--- src/rtl/core/tpmt_ram.sv ---
// generic single write port, single read port ram with registered read
// no dependencies
module tpmt_ram #(
    parameter int WIDTH = 50,
    parameter int DEPTH = 64
) (
    input  logic                     i_clk,
    input  logic                     i_we,
    input  logic [$clog2(DEPTH)-1:0] i_waddr,
    input  logic [WIDTH-1:0]         i_wdata,
    input  logic                     i_re,
    input  logic [$clog2(DEPTH)-1:0] i_raddr,
    output logic [WIDTH-1:0]         o_rdata
);
    logic [WIDTH-1:0] r_mem [DEPTH];

    always_ff @(posedge i_clk) begin
        if (i_we) begin
            r_mem[i_waddr] <= i_wdata;
        end
        if (i_re) begin
            o_rdata <= r_mem[i_raddr];
        end
    end
endmodule

--- config.mk ---
export PLATFORM = sky130hd
export DESIGN_NAME = tpmt_ram
export DESIGN_NICKNAME = d
export VERILOG_FILES = /design/src/rtl/core/tpmt_ram.sv
export SDC_FILE = /design/constraint.sdc
export NUM_CORES = 2
export LEC_CHECK = 0
export BUFFER_PORTS_ARGS = -buffer_cell sky130_fd_sc_hd__buf_2
export CORE_ASPECT_RATIO = 2
export CORE_MARGIN = 2
export CORE_UTILIZATION = 40
export CTS_CLUSTER_SIZE = 24
export DETAILED_ROUTE_END_ITERATION = 16
export GPL_TIMING_DRIVEN = 0
export PLACE_DENSITY = 0.62
export SETUP_SLACK_MARGIN = 0.2
export SLEW_MARGIN = 10
export SYNTH_ARGS = -nofsm -noshare
export SYNTH_HDL_FRONTEND = slang
export SYNTH_SLANG_ARGS = --single-unit
export TNS_END_PERCENT = 20
--- constraint.sdc ---
create_clock -name i_clk -period 6.1 [get_ports i_clk]
set_input_delay 0.915 -clock i_clk [delete_from_list [all_inputs] [get_ports i_clk]]
set_output_delay 0.915 -clock i_clk [all_outputs]
set_load 0.01 [all_outputs]
==> summary.txt <==
STA
  – F_max: 210.2 MHz
  – Measured slew at the worst slew-check pin: 1381 ps
  – Relative slew slack: 7.953%
  – Final setup viols: 0
  – RSZ-0062 raised after global routing: no
  – Clock Skews: 45.34 ps
  – Final min period: 4757 ps
  – WHS: 321.4 ps
  – Endpoints failing hold: 0
  – Setup ws final: 1343 ps
  – Slew Viols, Final: 0
  – Setup TNS: 0 ps
  – Final Cycle Share: 77.98%

Placement
  – Port Buffers: 104
  – Placed instance area: 0.1336 mm²
  – GPL Wtd Cong: 0.8820
  – Placed insts: 9815
  – Placement Setup Slack: 617.9 ps
  – HPWL after detailed placement: 280300 µm

Cells and area
  – Filler Cell Count: 24.89k
  – Share of layout cells above drive strength 1: 27.10%
  – Final Net Count: 6112
  – Area grow syn2layout: 15.70%
  – Final Instance Area: 0.1428 mm²
  – Area taken by multi-input logic gates: 0.02469 mm²
  – Storage element area: 0.09759 mm²
  – Core Util, Final: 46.47%
  – Fin cells: 10.34k

Clocking
  – Post-CTS Hold Buffers: 0
  – TritonCTS clock tree: yes
  – Total clock sinks: 3250
  – H-tree Lvls: 5
  – Clock Path Buffers: 4
  – Cts bufs inserted: 286
  – Root Driver: clkbuf_16
  – Post-CTS Setup Repair Bufs: 0
  – Skew-Pair Late Insertion Delay: 920 ps
  – Post_cts resized: 0
  – CTS clock-pin slew for the worst setup and hold paths: 70 ps

Yosys
  – Most instantiated cells after synthesis: edfxtp_1 (3250), mux4_2 (690), mux2i_1 (229)
  – Area share of the largest cell type after synthesis: 79.05%
  – EDFF count, synth: 3250
  – Top cells by area, synth: edfxtp_1 (79%), mux4_2 (13%), mux2i_1 (1.9%), o22ai_1 (0.64%), mux2_2 (0.62%)
  – Synth async-reset ratio: 0%
  – Post-synth cell types: 44
  – Dominant cell type by area after synthesis: edfxtp_1
  – Synthesis Warnings: 0
  – Yosys reg bits: 3250
  – Syn avg cell area: 22.62 µm²
  – Syn_nets: 5522
  – Seq/Total Area, Yosys: 79.05%
  – Ys flop type: edfxtp_1
  – Count leader, synth: edfxtp_1
  – Synth Cell Area: 0.1235 mm²
  – Synth Instances: 5457

Routing
  – Final WL: 401100 µm
  – Vias/cell: 6.048
  – 1st-pass router iterations: 8
  – Routed WL per cell: 38.79 µm
  – # DRC: 0
  – Antenna viol nets, final: 0
  – Vias after detailed routing: 62.55k
  – Initial DRC count: 7627

Power and ir drop
  – Internal power: 35.48 mW
  – Sw frac: 22.32%
  – Flop pwr share: 54.3%
  – Leakage: 44.32 nW
  – Power density cells: 319.8 mW/mm²
  – Clock power share: 39.8%
  – Logic pwr share: 5.9%
  – NetSw: 10.19 mW
  – Power, Total: 45.67 mW
  – VDD IR max: 0.2246 mV

GRT
  – Grt total ovfl: 0
  – Vias in the first global route: 63.71k
  – Initial antenna violation count: 34
  – Largest net degree at the start of global routing: 65
  – First-pass GRT wire length: 533900 µm
  – Total GRT Usage: 25.25%

Floorplan
  – Initial core utilization: 40.16%
  – Die height: 789.7 µm
  – Row cnt: 288
  – IO Count: 115
  – Die ar.: 0.3134 mm²
  – Die X: 396.8 µm
  – Core area: 0.3074 mm²

Setup path
  – WS Path Type: input port to register
  – Startpoint Class: input port
  – Worst Path Required: 6760 ps
  – Critical Path Sink Type: register
  – Worst path arrival time: 5420 ps
  – Worst-path fanout max: 10

Flow run
  – Max-cap viol count: 0

Hold path
  – Worst hold-check path type: input port to register

Run status
  – Status: complete, no violations
-- cells in the final DEF (no fill, tap or decap), types with 16 or more instances in the layout --
cell	Yosys	final
nand4_1	65	65
clkinv_2	0	55
a221o_1	36	36
a22oi_1	80	80
nor2_1	98	34
clkbuf_2	0	19
and3_1	17	17
diode_2	0	16
buf_16	0	35
buf_12	1	149
bufinv_16	0	23
buf_4	38	63
mux2_2	68	68
clkinv_1	0	55
mux2i_1	229	229
nor2_4	0	62
o22ai_1	126	126
nand3_1	98	98
mux2_1	16	16
nor2b_1	28	28
buf_2	72	160
buf_6	21	30
a21oi_1	26	26
nand2_1	110	110
clkbuf_1	154	180
o221ai_1	55	55
mux4_2	690	690
buf_1	28	24
edfxtp_1	3250	3250
a211oi_1	32	32
clkbuf_16	0	295
-- cell families after synthesis --
logic type | share of synthesized area, %
and+or+nand+nor | 1.736
buffers and inverters | 1.336
muxes | 15.21
AOI/OAI and AO/OA | 2.663
DFF | 79.05
-- path summary, 6_finish.rpt --
kind         slack, ps                     to  depth (start not counted)                     from
max               1340  o_rdata[39]$_DFFE_PP_                         10               i_raddr[2]
min                320  o_rdata[29]$_DFFE_PP_                          1                     i_re
max reg2reg       3570  o_rdata[13]$_DFFE_PP_                          5  r_mem[13][13]$_DFFE_PP_
min reg2reg       1020  o_rdata[32]$_DFFE_PP_                          4  r_mem[56][32]$_DFFE_PP_
-- power groups by stage --
stage	combinational (mW)	sequential, mW	clock (mW)
after floorplan	1.20	25.3	0
after global placement	2.55	25.3	0
after global routing	2.73	24.8	19.1
final	2.67	24.8	18.2
after CTS	2.66	24.8	18.4
after detailed placement	2.65	25.3	0
-- flip-flops by register name, indices dropped and copies added (netlist names) --
| register | count |
|---|---|
| r_mem | 3200 |
| o_rdata | 50 |
-- cell type report --
type / count / area share, %
flip-flops and latches: 3250 / 68.33
multi-input cells: 1888 / 17.29
clock buffers: 340 / 5.287
well taps: 4060 / 3.557
repair buffers: 302 / 3.256
plain buffers: 318 / 1.172
clock inverters: 166 / 1.084
diodes: 16 / 0.02803
inverters: 1 / 0.002628
-- routing by layer --
layer | track usage [%] | part of all wire [%]
met1 | 26.15 | 31
met5 | 0 | 0.044
met4 | 20.47 | 9.6
met2 | 44.62 | 52
met3 | 4.369 | 7.2
-- worst max-delay path, cell delays in order --
cell and delay [ps]:
buf_2 140, buf_2 490, buf_2 420, buf_2 660
buf_2 790, clkbuf_1 770, nand3_1 160, nand3_1 500
o21ai_1 170, a21oi_1 320
(Power assumes the default switching activity.)
